<file path="src/sv/sbdb_pkg.sv">
package sbdb_pkg;

  // field widths
  localparam int BIN_W    = 27;
  localparam int IDX_W    = 9;
  localparam int CFG_W    = 18;
  localparam int LEFT_W   = 19;
  localparam int BOTTOM_W = 18;
  localparam int BARW_W   = 9;
  localparam int HEIGHT_W = 18;
  localparam int COLOR_W  = 17;

  // magnitude and log path widths
  localparam int ROOT_IN_W = 56;
  localparam int ROOT_W    = 29;
  localparam int LOG_W     = 21;

  // Q16 constants
  localparam logic [COLOR_W-1:0] Q_ONE   = 17'd65536;
  localparam logic [COLOR_W-1:0] M_FLOOR = 17'd65;
  localparam logic [12:0]        LOG_K   = 13'd6576;

  // register indexes on the config port
  localparam logic [1:0] REG_OFFSET_X       = 2'd0;
  localparam logic [1:0] REG_OFFSET_Y       = 2'd1;
  localparam logic [1:0] REG_DISPLAY_WIDTH  = 2'd2;
  localparam logic [1:0] REG_DISPLAY_HEIGHT = 2'd3;

  localparam logic [CFG_W-1:0] DISPLAY_RESET = 18'd131072;

endpackage

</file>
<file path="src/sv/sbdb_isqrt.sv">
module sbdb_isqrt #(
  parameter int SW = 9
) (
  input  logic                               clk,
  input  logic                               rst_n,
  input  logic                               en,
  input  logic                               in_valid,
  input  logic [sbdb_pkg::ROOT_IN_W-1:0]     in_n,
  input  logic [SW-1:0]                      in_side,
  output logic                               out_valid,
  output logic [sbdb_pkg::ROOT_W-1:0]        out_root,
  output logic [SW-1:0]                      out_side
);

  localparam int NW    = sbdb_pkg::ROOT_IN_W;
  localparam int STEPS = NW / 2;

  logic [NW-1:0] n_r    [STEPS];
  logic [NW-1:0] res_r  [STEPS];
  logic [SW-1:0] side_r [STEPS];
  logic          v_r    [STEPS];

  // one result bit per stage, highest first
  for (genvar j = 0; j < STEPS; j++) begin : g_step
    localparam int K = STEPS - 1 - j;
    logic [NW-1:0] n_in, res_in, trial, n_nxt, res_nxt;
    logic [SW-1:0] side_in;
    logic          v_in;

    if (j == 0) begin : g_first
      assign n_in    = in_n;
      assign res_in  = '0;
      assign side_in = in_side;
      assign v_in    = in_valid;
    end else begin : g_next
      assign n_in    = n_r[j-1];
      assign res_in  = res_r[j-1];
      assign side_in = side_r[j-1];
      assign v_in    = v_r[j-1];
    end

    always_comb begin
      trial = res_in + (NW'(1) << (2 * K));
      if (n_in >= trial) begin
        n_nxt   = n_in - trial;
        res_nxt = (res_in >> 1) + (NW'(1) << (2 * K));
      end else begin
        n_nxt   = n_in;
        res_nxt = res_in >> 1;
      end
    end

    always_ff @(posedge clk) begin
      if (!rst_n) begin
        v_r[j] <= 1'b0;
      end else if (en) begin
        v_r[j] <= v_in;
      end
      if (en) begin
        n_r[j]    <= n_nxt;
        res_r[j]  <= res_nxt;
        side_r[j] <= side_in;
      end
    end
  end

  assign out_valid = v_r[STEPS-1];
  assign out_root  = res_r[STEPS-1][sbdb_pkg::ROOT_W-1:0];
  assign out_side  = side_r[STEPS-1];

endmodule

</file>
<file path="config.mk">
export PLATFORM = sky130hd
export DESIGN_NAME = sbdb_isqrt
export DESIGN_NICKNAME = d
export VERILOG_FILES = /design/src/sv/sbdb_pkg.sv /design/src/sv/sbdb_isqrt.sv
export SDC_FILE = /design/constraint.sdc
export NUM_CORES = 2
export LEC_CHECK = 0
export BUFFER_PORTS_ARGS = -buffer_cell sky130_fd_sc_hd__buf_4
export CORE_UTILIZATION = 55
export CTS_BUF_LIST = sky130_fd_sc_hd__clkbuf_8
export DETAILED_ROUTE_END_ITERATION = 7
export GPL_TIMING_DRIVEN = 0
export PLACE_DENSITY = 0.7
export SLEW_MARGIN = 20
export SYNTH_ARGS = -nofsm -noshare
export SYNTH_HDL_FRONTEND = slang
export SYNTH_SLANG_ARGS = --single-unit
</file>
<file path="constraint.sdc">
create_clock -name clk -period 8.65 [get_ports clk]
set_clock_uncertainty 0.2 [all_clocks]
set_input_delay 1.73 -clock clk [delete_from_list [all_inputs] [get_ports clk]]
set_output_delay 1.73 -clock clk [all_outputs]
set_load 0.01 [all_outputs]
</file>
==> results.ini <==
[outcome]
outcome=completed

[min_path]
hp-start=side_r[2][23]
hold_class=flip-flop to flip-flop

[clocking]
cts_resized=0
clk_latency_ns=1.10
htree_levels=5
cts_hold_buf=0
cts_sinks=2198
numCtsBuffers=369
ctsRootBufferMaster=clkbuf_8
cts_setup_buffers=0
clockBufferDepth=4
tritoncts=done
clk_pin_slew_ns=0.06

[synthesis]
netlist_top_cells_area=edfxtp_1 65%, ha_1 5.4%, xnor2_1 2.9%
yosysSeqAreaShare_pct=65.4
synth.avg_cell_area_um2=13.1
ys_seq_elements=2198
ys_warn_count=0
ys_types=96
yosysTopAreaCellShare_pct=65.4
syn-num-nets=8230
synth_edf_count=2197
syn_inst=7729
syn_area_mm2=0.101
ys.flop_type=edfxtp_1
async_reset_ff_share_pct=0
yosysMostFrequentCell=edfxtp_1
synth_common_cells=2,197 x edfxtp_1, 546 x inv_1, 508 x nor2_1, 506 x a21oi_1, 464 x nand2_1
netlist.top_cell.by_area=edfxtp_1

[sta]
finalSetupViolations=0
period_needed_ns=5.58
relSlewSlack_pct=23.2
min_period_over_period_pct=64.6
slew_violations=0
tightest_slew_ns=1.14
setup_tns_ns=0
hold_viol_final=0
max_freq_ghz=0.179
rsz0062_at_grt=no

[setup_path]
worstPathCellList=inv_1 -> ha_1 -> or4bb_1 -> nor4_1 -> a41oi_1 -> nand4b_1 -> inv_1 -> o21ai_1 -> clkbuf_1 -> clkbuf_1 -> a21oi_1
crit_required_ns=9.18
slowest_stage=nor4_1
end_kind=flip-flop
r2r-start=res_r[3][7]
worst_ep_arrival_time_ns=6.12
crit_type=flip-flop to flip-flop
start_kind=flip-flop
worstSetupStartpoint=res_r[3][7]
max_stage_delay_ns=0.84
cp_max_fo=10

[detailed_routing]
drt_iter0_markers=5645
routed_wl_mm=231
vias_per_cell=5.82
dr.pass1.iters=6
wl_per_cell_um=21.3
drcViolationCount=0
vias=63212
drtAntennaViolNets=0

[layout]
drive_gt1_share_pct=8.18
postLayoutCellArea_mm2=0.112
final_core_util_pct=61.7
nets=8722
fillers=14058
area_growth_pct=10.9

[power]
p_per_area_mw_per_mm2=253
finalPower_mw=28.3
leakagePower_nw=42.5
ir_drop_v=0.000160

[floorplanning]
dieArea_mm2=0.185
fp.dieW_um=430
chipHeight_um=430
coreArea_mm2=0.182
ioPinCount=108
initial_core_util_pct=55.6
num_rows=156

[grt]
grt_max_degree=163
grtUsageTotal_pct=24.7
antenna_found_initial=10
grt_pass1_vias=60955
gr-total-overflow=0
grt_pass1_wl_mm=354

[placed_design]
io_buffers=105
placed_area_mm2=0.105
dpl.hpwl_mm=171
place_congestion=0.933

[flow_run]
cap_violations=0

## cell type report
cell class                      count  area, µm²  area share, %
Clock inverter                    259       1560           1.40
Antenna cell                       11       27.5         0.0246
Inverter                          552       2070           1.85
Tap cell                         2370       2970           2.65
Clock buffer                      377       5190           4.64
Buffer                            154        639          0.571
Sequential cell                  2198      66000           59.0
Multi-Input combinational cell   4825      32300           28.8
Timing Repair Buffer              121       1220           1.09
## cell families after synthesis
logic type               share of synthesized area, %
AO/OA/AOI/OAI                                    8.85
AND/OR/NAND/NOR                                  11.5
other                                         0.00372
multiplexers                                    0.522
XOR/XNOR                                         5.67
adder cells (fa/ha/maj)                          5.36
flip-flops                                       65.4
buffers and inverters                            2.69
## worst paths after layout
check             cells after the start  slack [ns]            end
setup / recovery                     11        3.07    n_r[1][529]
hold / removal                        0        0.17  side_r[2][32]
setup reg to reg                     11        3.07    n_r[1][529]
hold reg to reg                       0        0.17  side_r[2][32]
## critical path: cells and delay by family, from the launching register on
kind	cells	cell delay (ns)
simple gates	3	1.57
fa+ha+maj	1	0.35
buf+inv	4	1.55
compound gates	3	1.17
flops	1	0.38
## layer usage
metal | share of wire [%] | GRT usage, % | wire, µm | up-vias
met1 | 45 | 35.5 | 105000 | 30885
met5 | 0 | 0 | 0 | -
met2 | 47 | 39.5 | 108000 | 1857
li1 | - | - | - | 30083
met3 | 5.5 | 3.51 | 12800 | 387
met4 | 2.4 | 7.09 | 5650 | 0
## flip-flops by register name, summed over array words and instances, names as in the netlist
signal / count
side_r: 252
v_r: 28
n_r: 1512
res_r: 406
## report_power, final
part	switching (mW)	total, mW	internal (mW)	leakage, nW
logic	3.20	5.38	2.17	17.4
registers	0.947	14.3	13.3	21.2
clock network	4.06	8.63	4.57	3.87
total	8.21	28.3	20.1	42.5
## through the flow
stage	hold slack, ns	setup WS (ns)	cells
floorplan	0.200	5.10	7729
global placement	0.200	-13.32	10204
detailed placement	0.205	2.74	10220
CTS	0.162	3.27	10856
global route	0.175	2.80	10858
finish	0.168	3.07	10867
## cell usage in the layout, fill, tap and decap left out, types with 17 or more instances in the layout
master        n
clkbuf_8    377
nor2b_1      70
or4_1        56
and4_1       18
o21a_1       74
o31ai_1      38
nor3b_1      19
nor3_1      197
nor2_1      508
xnor2_1     335
or2_2        30
o21ai_1      40
inv_1       659
nand2_1     464
o21bai_1     37
ha_1        432
nand3_1     122
edfxtp_1   2197
and3_1       68
nand4b_1     17
o211ai_1     20
a21oi_1     506
clkinv_2     36
nand2b_1     81
xor2_1      318
nor4_1      260
and2_1       33
a31oi_1      42
mux2_2       36
a211oi_1     27
nand4_1     110
bufinv_16    18
clkinv_1     80
buf_4       114
o21ai_0     310
nor4b_1      32
a21o_1      189
or3_1        89
clkbuf_1    127
No activity file was read; power rests on OpenSTA's default activity.
